--- src/rtl/core/tmba_pkg.sv ---
// Shared types, constants and the sensitivity decoder of the trimmed mean band alarm.
// Used by the window cells, the divider and the top level; depends on nothing else.
package tmba_pkg;

	localparam int VW             = 18;
	localparam int SUM_W          = 21;
	localparam int D_W            = 3;
	localparam int N_W            = 4;
	localparam int TRIG_W         = 2;
	localparam int CFG_IDX_W      = 3;
	localparam int WINDOW_DEPTH_DEF = 8;

	localparam logic [VW:0]   WIDEN_HIGH = 19'd2621;
	localparam logic [VW:0]   WIDEN_LOW  = 19'd1311;
	localparam logic [VW-1:0] SHORT_HIGH = 18'd1311;
	localparam logic [VW-1:0] SHORT_LOW  = 18'd131;

	typedef enum logic [CFG_IDX_W-1:0] {
		CFG_SENS   = 3'd0,
		CFG_LEVEL  = 3'd1,
		CFG_TOUCH  = 3'd2,
		CFG_HBMAX  = 3'd3,
		CFG_HBMIN  = 3'd4,
		CFG_LBMAX  = 3'd5,
		CFG_LBMIN  = 3'd6
	} cfg_idx_t;

	typedef struct packed {
		logic [SUM_W-1:0] sum;
		logic [VW-1:0]    hi;
		logic [VW-1:0]    lo;
	} scan_t;

	typedef struct packed {
		logic [N_W-1:0]    n;
		logic [TRIG_W-1:0] trig;
		logic [D_W-1:0]    d;
	} sens_cfg_t;

	function automatic sens_cfg_t sens_decode(input logic [1:0] sens);
		sens_cfg_t r;
		unique case (sens)
			2'd2: begin
				r.n = 4'd5; r.trig = 2'd2; r.d = 3'd3;
			end
			2'd1: begin
				r.n = 4'd8; r.trig = 2'd2; r.d = 3'd6;
			end
			default: begin
				r.n = 4'd3; r.trig = 2'd1; r.d = 3'd1;
			end
		endcase
		return r;
	endfunction

endpackage

--- src/rtl/core/tmba_cell.sv ---
// One window cell: holds one entry of the high and of the low window and one
// stage of the running sum, maximum and minimum. Depends on tmba_pkg.
module tmba_cell (
	input  logic                  clk,
	input  logic                  arst_n,
	input  logic                  shift_en,
	input  logic                  level_sel,
	input  logic                  active,
	input  logic [tmba_pkg::VW-1:0] shift_din,
	output logic [tmba_pkg::VW-1:0] shift_dout,
	input  tmba_pkg::scan_t       scan_in,
	output tmba_pkg::scan_t       scan_out
);
	import tmba_pkg::*;

	logic [VW-1:0] entry_q [2];
	logic [VW-1:0] e;
	scan_t         scan_d;
	scan_t         scan_q;

	always_ff @(posedge clk or negedge arst_n) begin
		if (!arst_n) begin
			entry_q[0] <= '0;
			entry_q[1] <= '0;
		end else if (shift_en && active) begin
			entry_q[level_sel] <= shift_din;
		end
	end

	assign e          = entry_q[level_sel];
	assign shift_dout = e;

	always_comb begin
		scan_d = scan_in;
		if (active) begin
			scan_d.sum = scan_in.sum + SUM_W'(e);
			if (e > scan_in.hi) scan_d.hi = e;
			if (e < scan_in.lo) scan_d.lo = e;
		end
	end

	always_ff @(posedge clk) begin
		scan_q <= scan_d;
	end

	assign scan_out = scan_q;

endmodule

--- src/rtl/core/tmba_divider.sv ---
// Reciprocal-multiply divider for the trimmed mean: divides by one, three or six.
// Depends on tmba_pkg for the dividend and divisor widths.
module tmba_divider (
	input  logic                       clk,
	input  logic                       arst_n,
	input  logic                       start,
	input  logic [tmba_pkg::SUM_W-1:0] dividend,
	input  logic [tmba_pkg::D_W-1:0]   divisor,
	output logic [tmba_pkg::SUM_W-1:0] quotient,
	output logic                       done
);
	import tmba_pkg::*;

	localparam int MUL_W     = 2 * SUM_W;
	localparam int RECIP3_SH = SUM_W + 1;
	localparam logic [SUM_W-1:0] RECIP3 = SUM_W'(((64'd1 << RECIP3_SH) + 64'd2) / 64'd3);

	logic             busy_q;
	logic             done_q;
	logic [SUM_W-1:0] dvd_q;
	logic [D_W-1:0]   dsr_q;
	logic [SUM_W-1:0] quo_q;
	logic [MUL_W-1:0] prod;
	logic [SUM_W-1:0] third;
	logic [SUM_W-1:0] quo_d;

	// A divisor of six is a third halved.
	assign prod  = MUL_W'(dvd_q) * MUL_W'(RECIP3);
	assign third = SUM_W'(prod >> RECIP3_SH);

	always_comb begin
		if (dsr_q == D_W'(1)) quo_d = dvd_q;
		else if (dsr_q == D_W'(3)) quo_d = third;
		else quo_d = third >> 1;
	end

	always_ff @(posedge clk or negedge arst_n) begin
		if (!arst_n) begin
			busy_q <= 1'b0;
			done_q <= 1'b0;
		end else begin
			busy_q <= start;
			done_q <= busy_q;
		end
	end

	always_ff @(posedge clk) begin
		if (start) begin
			dvd_q <= dividend;
			dsr_q <= divisor;
		end
		if (busy_q) quo_q <= quo_d;
	end

	assign quotient = quo_q;
	assign done     = done_q;

endmodule

--- src/rtl/core/trimmed_mean_band_alarm.sv ---
// Trimmed mean band alarm: a row of window cells, a reciprocal-multiply divider and the alarm logic.
// A beat passes the shift, scan, load, divide and finish states before its result beat is valid.
// One item at a time: a new beat is taken only once the previous one has left the finish state,
// after the pass of the sum down the cell row; a result beat left waiting holds the next one back.
// Reset clears the configuration registers, both windows, fill counts and alarm state.
module trimmed_mean_band_alarm #(
	parameter int WINDOW_DEPTH = tmba_pkg::WINDOW_DEPTH_DEF
) (
	input  logic                           clk,
	input  logic                           arst_n,
	input  logic                           cfg_we,
	input  logic [tmba_pkg::CFG_IDX_W-1:0] cfg_index,
	input  logic [tmba_pkg::VW-1:0]        cfg_wdata,
	input  logic                           in_valid,
	output logic                           in_ready,
	input  logic [tmba_pkg::VW-1:0]        peak_voltage,
	output logic                           out_valid,
	input  logic                           out_ready,
	output logic [tmba_pkg::VW-1:0]        filtered_voltage,
	output logic                           touch_alarm,
	output logic                           short_masked,
	output logic                           filter_ready
);
	import tmba_pkg::*;

	localparam int SC_W = $clog2(WINDOW_DEPTH);

	typedef enum logic [5:0] {
		ST_IDLE   = 6'b000001,
		ST_SHIFT  = 6'b000010,
		ST_SCAN   = 6'b000100,
		ST_LOAD   = 6'b001000,
		ST_DIVIDE = 6'b010000,
		ST_FINISH = 6'b100000
	} state_t;

	state_t          state_q;
	logic [1:0]      sens_q;
	logic            level_q;
	logic            touch_en_q;
	logic [VW-1:0]   hbmax_q, hbmin_q, lbmax_q, lbmin_q;
	logic [VW-1:0]   sample_q;
	logic [N_W-1:0]  fill_q [2];
	logic [1:0]      ready_q;
	logic [TRIG_W-1:0] touch_cnt_q;
	logic            alarm_q;
	logic            short_q;
	logic [SC_W-1:0] scan_cnt_q;
	logic            out_valid_q;
	logic [VW-1:0]   out_v_q;
	logic            out_alarm_q, out_short_q, out_ready_flag_q;

	sens_cfg_t       dec;
	logic [VW-1:0]   shift_link [WINDOW_DEPTH+1];
	scan_t           scan_link [WINDOW_DEPTH+1];
	logic [WINDOW_DEPTH-1:0] cell_active;
	logic            shift_en;

	logic            div_start;
	logic            div_done;
	logic [SUM_W-1:0] dividend;
	logic [SUM_W-1:0] quotient;

	logic            out_free;
	logic [N_W-1:0]  fill_next;
	logic            lvl_ready;
	logic [VW-1:0]   v;
	logic [VW-1:0]   bmax, bmin, short_thr;
	logic [VW:0]     widen, upper;
	logic            above, below, touch;
	logic [TRIG_W-1:0] cnt_inc;

	assign dec = sens_decode(sens_q);

	always_ff @(posedge clk or negedge arst_n) begin
		if (!arst_n) begin
			sens_q     <= 2'd3;
			level_q    <= 1'b0;
			touch_en_q <= 1'b0;
			hbmax_q    <= '0;
			hbmin_q    <= '0;
			lbmax_q    <= '0;
			lbmin_q    <= '0;
		end else if (cfg_we) begin
			unique case (cfg_index)
				CFG_SENS:  sens_q     <= cfg_wdata[1:0];
				CFG_LEVEL: level_q    <= cfg_wdata[0];
				CFG_TOUCH: touch_en_q <= cfg_wdata[0];
				CFG_HBMAX: hbmax_q    <= cfg_wdata;
				CFG_HBMIN: hbmin_q    <= cfg_wdata;
				CFG_LBMAX: lbmax_q    <= cfg_wdata;
				CFG_LBMIN: lbmin_q    <= cfg_wdata;
				default: ;
			endcase
		end
	end

	assign shift_en      = (state_q == ST_SHIFT);
	assign shift_link[0] = sample_q;
	assign scan_link[0]  = '{sum: '0, hi: '0, lo: '1};

	for (genvar i = 0; i < WINDOW_DEPTH; i++) begin : g_cell
		assign cell_active[i] = (N_W'(i) < dec.n);
		tmba_cell u_cell (
			.clk        (clk),
			.arst_n     (arst_n),
			.shift_en   (shift_en),
			.level_sel  (level_q),
			.active     (cell_active[i]),
			.shift_din  (shift_link[i]),
			.shift_dout (shift_link[i+1]),
			.scan_in    (scan_link[i]),
			.scan_out   (scan_link[i+1])
		);
	end

	assign div_start = (state_q == ST_LOAD);
	assign dividend  = scan_link[WINDOW_DEPTH].sum
	                 - SUM_W'(scan_link[WINDOW_DEPTH].hi)
	                 - SUM_W'(scan_link[WINDOW_DEPTH].lo)
	                 + SUM_W'(dec.d >> 1);

	tmba_divider u_div (
		.clk      (clk),
		.arst_n   (arst_n),
		.start    (div_start),
		.dividend (dividend),
		.divisor  (dec.d),
		.quotient (quotient),
		.done     (div_done)
	);

	assign fill_next = fill_q[level_q] + 1'b1;
	assign lvl_ready = ready_q[level_q];
	assign v         = lvl_ready ? quotient[VW-1:0] : sample_q;
	assign bmax      = level_q ? lbmax_q : hbmax_q;
	assign bmin      = level_q ? lbmin_q : hbmin_q;
	assign widen     = level_q ? WIDEN_LOW : WIDEN_HIGH;
	assign short_thr = level_q ? SHORT_LOW : SHORT_HIGH;
	assign upper     = {1'b0, bmax} + widen;
	assign above     = {1'b0, v} > upper;
	assign below     = ({1'b0, v} + widen) < {1'b0, bmin};
	assign touch     = touch_en_q && lvl_ready && (v > short_thr) && (above || below);
	assign cnt_inc   = touch_cnt_q + 1'b1;

	assign out_free = !out_valid_q || out_ready;
	assign in_ready = (state_q == ST_IDLE);

	always_ff @(posedge clk or negedge arst_n) begin
		if (!arst_n) begin
			state_q     <= ST_IDLE;
			fill_q[0]   <= '0;
			fill_q[1]   <= '0;
			ready_q     <= '0;
			touch_cnt_q <= '0;
			alarm_q     <= 1'b0;
			short_q     <= 1'b0;
			scan_cnt_q  <= '0;
			out_valid_q <= 1'b0;
		end else begin
			if (state_q == ST_FINISH && out_free) begin
				out_valid_q <= 1'b1;
			end else if (out_ready) begin
				out_valid_q <= 1'b0;
			end
			unique case (state_q)
				ST_IDLE: begin
					if (in_valid) state_q <= ST_SHIFT;
				end
				ST_SHIFT: begin
					if (!lvl_ready) begin
						fill_q[level_q] <= fill_next;
						if (fill_next >= dec.n) ready_q[level_q] <= 1'b1;
					end
					scan_cnt_q <= '0;
					state_q    <= ST_SCAN;
				end
				ST_SCAN: begin
					scan_cnt_q <= scan_cnt_q + 1'b1;
					if (scan_cnt_q == SC_W'(WINDOW_DEPTH - 1)) state_q <= ST_LOAD;
				end
				ST_LOAD: begin
					state_q <= ST_DIVIDE;
				end
				ST_DIVIDE: begin
					if (div_done) state_q <= ST_FINISH;
				end
				ST_FINISH: begin
					if (out_free) begin
						if (touch) begin
							if (cnt_inc >= dec.trig) begin
								touch_cnt_q <= '0;
								alarm_q     <= 1'b1;
								short_q     <= 1'b1;
							end else begin
								touch_cnt_q <= cnt_inc;
							end
						end else begin
							short_q     <= !(v < short_thr);
							alarm_q     <= 1'b0;
							touch_cnt_q <= '0;
						end
						state_q     <= ST_IDLE;
					end
				end
				default: state_q <= ST_IDLE;
			endcase
		end
	end

	always_ff @(posedge clk) begin
		if (state_q == ST_IDLE && in_valid) sample_q <= peak_voltage;
		if (state_q == ST_FINISH && out_free) begin
			out_v_q          <= v;
			out_alarm_q      <= touch ? (alarm_q || cnt_inc >= dec.trig) : 1'b0;
			out_short_q      <= touch ? (short_q || cnt_inc >= dec.trig) : !(v < short_thr);
			out_ready_flag_q <= lvl_ready;
		end
	end

	assign out_valid        = out_valid_q;
	assign filtered_voltage = out_v_q;
	assign touch_alarm      = out_alarm_q;
	assign short_masked     = out_short_q;
	assign filter_ready     = out_ready_flag_q;

`ifndef NO_ASSERTIONS
	// The touch alarm is only ever raised together with the short mask.
	a_alarm_needs_short: assert property (@(posedge clk) disable iff (!arst_n)
		alarm_q |-> short_q) else $error("alarm set without short mask");

	// A level whose window has filled stays ready.
	a_high_ready_sticky: assert property (@(posedge clk) disable iff (!arst_n)
		ready_q[0] |=> ready_q[0]) else $error("high level lost readiness");

	a_low_ready_sticky: assert property (@(posedge clk) disable iff (!arst_n)
		ready_q[1] |=> ready_q[1]) else $error("low level lost readiness");

	// The stored touch count never reaches two: the trigger clears it first.
	a_touch_cnt_range: assert property (@(posedge clk) disable iff (!arst_n)
		(touch_cnt_q == 2'd0) || (touch_cnt_q == 2'd1)) else $error("touch count overran");

	// The divider finishes only while the sequencer is waiting for it.
	a_div_done_state: assert property (@(posedge clk) disable iff (!arst_n)
		div_done |-> (state_q == ST_DIVIDE)) else $error("divider finished out of turn");
`endif

endmodule

--- config.mk ---
export PLATFORM = sky130hd
export DESIGN_NAME = trimmed_mean_band_alarm
export DESIGN_NICKNAME = d
export VERILOG_FILES = /design/src/rtl/core/tmba_pkg.sv /design/src/rtl/core/tmba_cell.sv /design/src/rtl/core/tmba_divider.sv /design/src/rtl/core/trimmed_mean_band_alarm.sv
export SDC_FILE = /design/constraint.sdc
export NUM_CORES = 2
export LEC_CHECK = 0
export BUFFER_PORTS_ARGS = -buffer_cell sky130_fd_sc_hd__buf_2
export CAP_MARGIN = 20
export CORE_UTILIZATION = 65
export CTS_CLUSTER_DIAMETER = 30
export DETAILED_ROUTE_END_ITERATION = 12
export GPL_TIMING_DRIVEN = 0
export PLACE_DENSITY = 0.84
export RECOVER_POWER = 100
export SYNTH_ARGS = -nofsm -noshare
export SYNTH_HDL_FRONTEND = slang
export SYNTH_SLANG_ARGS = --single-unit
export TNS_END_PERCENT = 20
--- constraint.sdc ---
create_clock -name clk -period 9.25 [get_ports clk]
set_input_delay 0.925 -clock clk [delete_from_list [all_inputs] [get_ports clk]]
set_output_delay 0.925 -clock clk [all_outputs]
set_load 0.03 [all_outputs]
# == Word-level counts from Yosys, hierarchy flattened ==
# Cells that the tools add are included.
# op_classes
multipliers,1
n_mux,87
order_cmp,34
addsub,15
n_eq_ne,22
n_reduce_logical,38
bitwise_logic,3
# op_table
cell,n
$mux W18,44
$mux W57,7
$bwmux W36,8
$add A21 B18 Y21,7
$gt A18 B18 Y1,7
$lt A18 B18 Y1,7
$sub A21 B18 Y21,2
$mul A21 B20 Y40 const B,1
$add A18 B12 Y19,2
$pmux W6 S6,1
$mux W6,4
$reduce_and A2 Y1,11
$add A21 B2 Y21,1
$gt A18 B19 Y1,1
$lt A19 B18 Y1,1
$demux W18 S1,1
$gt A18 B1 Y1 const B,1
$gt A18 B11 Y1,1
$lt A18 B11 Y1,1
$lt A18 B18 Y1 const B,1
$pmux W9 S2,1
$lt A3 B4 Y1 const A,4
$mux W4,4
$logic_and A1 B1 Y1,15
41 further kinds,67
# totals
elab_cells,267
register_bits,927
out_inout_bits,23
input_bits,44

# == Longest topological paths before layout ==
# depth
word_depth,9
mapped_depth,28
depth_no_buf,23

# == Modules after synthesis ==
# A second synthesis with hierarchy kept.
# hier_totals
hier_cells,5600
hier_area_um2,60650.7
# modules_own_cells
module,instances,seq_area_each_um2,cells_each,area_per_inst_um2
tmba_cell at g_cell[3].u_cell ...,4,2042.0,468,5188.7
trimmed_mean_band_alarm,1,3677.3,911,9778.1
tmba_divider,1,1401.3,942,9446.6
tmba_cell at g_cell[0].u_cell,1,2042.0,468,5201.2
tmba_cell at g_cell[7].u_cell,1,2042.0,469,5176.2
tmba_cell at g_cell[1].u_cell,1,2042.0,471,5173.7
tmba_cell at g_cell[2].u_cell,1,2042.0,467,5119.9

# == Worst setup path after synthesis ==
# OpenSTA, ideal clock, no wires.
# synth_path
path_kind,reg2reg
start,register u_div.dvd_q[1]
end,register u_div.quo_q[10] (netlist: u_div.quotient[10]) (data pin)
required_ps,8974
path_stages_with_launch,23
setup_ps,276
path_buffers,0
arrival_time_ps,5865
synth_period_minus_slack_ps,6141
setup_slack_ps,3109
cell_sequence,edfxtp_1 ha_1 xor2_1 ha_1 inv_1 fa_1 inv_1 fa_1 fa_1 fa_1 inv_1 fa_1 inv_1 ha_1 nand4_1 nor4_1 nand3_1 o2111a_1 o21ai_2 a31o_2 nor3_1 o31ai_1 a22oi_1
# synth_between
elab_chain_cells,3
# synth_lines
item,line_no,text
start: declaration,tmba_divider.sv:20,logic [SUM_W-1:0] dvd_q;
start signal: assignment,tmba_divider.sv:49,dvd_q <= dividend;
$mul A21 B20 Y40,tmba_divider.sv:28,assign prod = MUL_W'(dvd_q) * MUL_W'(RECIP3);
$mux W18,tmba_divider.sv:33,else if (dsr_q == D_W'(3)) quo_d = third;
$mux W18,tmba_divider.sv:32,if (dsr_q == D_W'(1)) quo_d = dvd_q;
via u_div.quo_d[10],tmba_divider.sv:25,logic [SUM_W-1:0] quo_d;
end signal: assignment,tmba_divider.sv:52,if (busy_q) quo_q <= quo_d;
end: declaration,tmba_divider.sv:22,logic [SUM_W-1:0] quo_q;
# The timed path passes the listed nets, and every way through them passes these cells.
# A chain may end at the register's enable or synchronous reset.

==> impl_metrics.yaml <==
cts:
  cts_max_level: 4
  cts_resized: 0
  cts_tree: "built"
  worstSkewPairLatency_ns: 0.78
  path_clk_slew_ns: 0.05
  cts.sinks: 921
  cts_post_setup_buffers_inserted: 0
  root_buffer: "clkbuf_16"
  cts_buffers: 173
  holdBufCountCts: 0
  clockBufferDepth: 3
sta:
  post-route-period-util_pct: 96.5
  finalHoldViolCount: 0
  fin_crit_ns: 8.93
  fin_skew_ns: 0.0488
  max_freq_ghz: 0.112
  tightest_slew_ns: 4.14
  max-slew-margin-rel_pct: -176
  fin_ws_ns: 0.322
  rsz0062_at_grt: "false"
  slew_violations: 323
  finalSetupViolCount: 0
grt:
  antenna_found_initial: 2
  grt_use_met3_pct: 7.40
  grt_max_degree: 122
  grt_use_met1_pct: 43.7
  use_met2_pct: 62.7
  track_usage_pct: 37.6
  grt_overflow: 0
  top_usage_layer: "met2"
  grt_pass1_wl_um: 253000
  grt_pass1_vias: 46000
synth:
  yosysSeqAreaShare_pct: 37.7
  synth_compound_area_share_pct: 11.6
  synthMuxAreaShare_pct: 10.4
  ys_ff_latch: 921
  synth_top_family_by_area: "adder cells"
  synth_nets: 6585
  synth-xor-area-share_pct: 2.93
  syn_inst: 5712
  synth_edf_count: 81
  synth_warnings: 0
  ys_types: 104
  ys_async_sr_fraction_pct: 42.3
  ys.flop_type: "dfxtp_1"
  yosys.area_share.simple_pct: 10.6
  synthAdderAreaFrac_pct: 20.7
  avgSynthCellArea_sq_um: 9.85
  synth_area_sq_um: 56200
worst_setup_path:
  cp.required_ns: 9.89
  crit_type: "flip-flop to flip-flop"
  critPathMaxFanout: 13
  crit_path_end_kind: "flip-flop"
  critPathArrivalTime_ns: 9.57
  cp-start-kind: "flip-flop"
die:
  start_util_pct: 65.8
  die_h_um: 296
  dieArea_sq_um: 87700
  num_io_pins: 67
  rows: 107
  dieWidth_um: 296
  core_sq_um: 85400
routing:
  drtIter0Drc: 3523
  ant_nets: 0
  vias_per_cell: 6.13
  route.detailed.drc: 0
  wl_um: 163000
  via_count: 44500
  drt_pass1_iterations: 9
  wl_per_cell_um: 22.4
flow_run:
  drv_cap: 4
placed_design:
  port_buffers: 64
  place_congestion: 0.971
  hpwl_um: 120000
  post-place-ws_ns: 1.38
hold_path:
  holdCritPathClass: "input pin to flip-flop"
final_layout:
  final_util_pct: 75.0
  drive_gt1_share_pct: 9.18
  seq_area_sq_um: 21200
  final_cell_mix: "700 x inv_1, 661 x nand2_1, 657 x ha_1"
  nets: 6832
  syn_to_final_growth_pct: 13.9
  layout_commonest_cell: "inv_1"
  fill_cells: 5733
  multi_input_area_sq_um: 31600
outcome:
  failed_checks: "capacitance limit, slew limit"
  status: "finished, violations left"
[worst paths after layout]
| path | from | to | slack (ns) | cells after the start |
|---|---|---|---|---|
| max in group asynchronous | arst_n | g_cell[7].u_cell.entry_q[10]$_DFFE_PN0P_ | 1.81 | 4 |
| worst max register to register | level_q$_DFFE_PN0P_ | g_cell[2].u_cell.scan_out[28]$_DFF_P_ | 0.32 | 21 |
| worst max-delay path | level_q$_DFFE_PN0P_ | g_cell[2].u_cell.scan_out[28]$_DFF_P_ | 0.32 | 21 |
| min in group asynchronous | arst_n | g_cell[0].u_cell.entry_q[30]$_DFFE_PN0P_ | 1.61 | 1 |
| worst min register to register | g_cell[1].u_cell.entry_q[16]$_DFFE_PN0P_ | g_cell[2].u_cell.entry_q[16]$_DFFE_PN0P_ | 0.46 | 2 |
| worst min-delay path | peak_voltage[13] | sample_q[13]$_DFFE_PP_ | 0.34 | 1 |
[worst max-delay path, cell delays in order (launching register included)]
cell and delay, ns:
dfrtp_1 0.81, buf_6 0.31, clkbuf_1 0.55, buf_2 0.35
buf_2 0.33, clkbuf_1 1.10, clkbuf_1 0.64, buf_2 0.56
mux2i_1 0.84, inv_1 0.21, ha_1 0.24, a21o_1 0.17
a21o_1 0.17, a21o_1 0.18, a21o_1 0.17, a21o_1 0.18
a221o_1 0.35, a21oi_1 0.17, a21o_1 0.11, buf_2 0.31
clkbuf_1 0.63, mux2i_1 0.38
[synth_stat cells (18+ instances only)]
library cell | instances | area [sq um]
mux2_2 | 199 | 2240
o31ai_1 | 19 | 143
xor2_1 | 70 | 613
xnor2_1 | 118 | 1030
buf_1 | 19 | 71.3
dfrtp_1 | 387 | 9680
ha_1 | 657 | 8220
or3_1 | 40 | 250
nand2_1 | 661 | 2480
nor4_1 | 19 | 119
o21ai_0 | 272 | 1360
a21oi_1 | 288 | 1440
a211o_1 | 29 | 254
o21a_1 | 53 | 398
mux2i_1 | 321 | 3210
and2_1 | 18 | 113
nor2_1 | 236 | 886
inv_1 | 698 | 2620
dfxtp_1 | 450 | 9010
a211oi_1 | 37 | 278
edfxtp_1 | 81 | 2430
o21bai_1 | 19 | 143
fa_1 | 172 | 3440
nor3_1 | 68 | 340
mux2_1 | 24 | 270
o22ai_1 | 22 | 138
clkbuf_1 | 103 | 387
a21o_1 | 104 | 781
buf_2 | 34 | 170
nand3_1 | 94 | 470
nand2b_1 | 38 | 238
nor2b_1 | 44 | 275
nand4_1 | 48 | 300
o221a_2 | 18 | 203
[area by class of cell]
class | instances | area share [%]
plain buffers | 165 | 1.04
flip-flops and latches | 921 | 33.1
clock buffers | 212 | 7.32
diodes | 2 | 0.00781
repair buffers | 72 | 0.547
multi-input cells | 3922 | 49.3
inverters | 704 | 4.12
clock inverters | 114 | 2.30
well taps | 1144 | 2.23
[kinds of logic (layout without fill, tap and decap cells)]
logic type | Yosys count | in the layout
buffers and inverters | 869 | 1267
adders and majority gates | 829 | 829
and+or+nand+nor | 1328 | 1328
DFF | 921 | 921
muxes | 551 | 551
AOI/OAI and AO/OA | 1026 | 1026
other | 0 | 2
xor gates and xnor gates | 188 | 188
[metal layers]
| layer | part of all wire, % | vias up |
|---|---|---|
| met5 | 0.013 | - |
| met4 | 7.0 | 4 |
| met3 | 7.6 | 667 |
| met2 | 47 | 2087 |
| met1 | 38 | 21500 |
| li1 | - | 20200 |
[state kept, by name (all words and copies together) (netlist names), 2 cells and up]
name / count
ready_q: 2
scan_cnt_q: 3
filtered_voltage: 18
fill_q: 8
lbmax_q: 18
lbmin_q: 18
sens_q: 2
g_cell.u_cell.scan_out: 450
g_cell.u_cell.entry_q: 288
touch_cnt_q: 2
u_div.dvd_q: 21
hbmin_q: 18
u_div.dsr_q: 3
sample_q: 18
hbmax_q: 18
u_div.quotient: 18
state_q: 6
[through the flow]
step	std cells	setup TNS (ns)	hold WS, ns	instance area (sq um)
after floorplan	5712	0	0.409	56200
after global placement	6920	-49.78	0.451	58000
after detailed placement	6927	0	0.461	58100
after CTS	7253	0	0.105	64300
after global routing	7254	0	0.321	64100
final	7256	0	0.338	64100
Power is left out: the tool's default activity adds up to more than one toggle a clock period on the data nets, which glitch-free logic cannot reach.
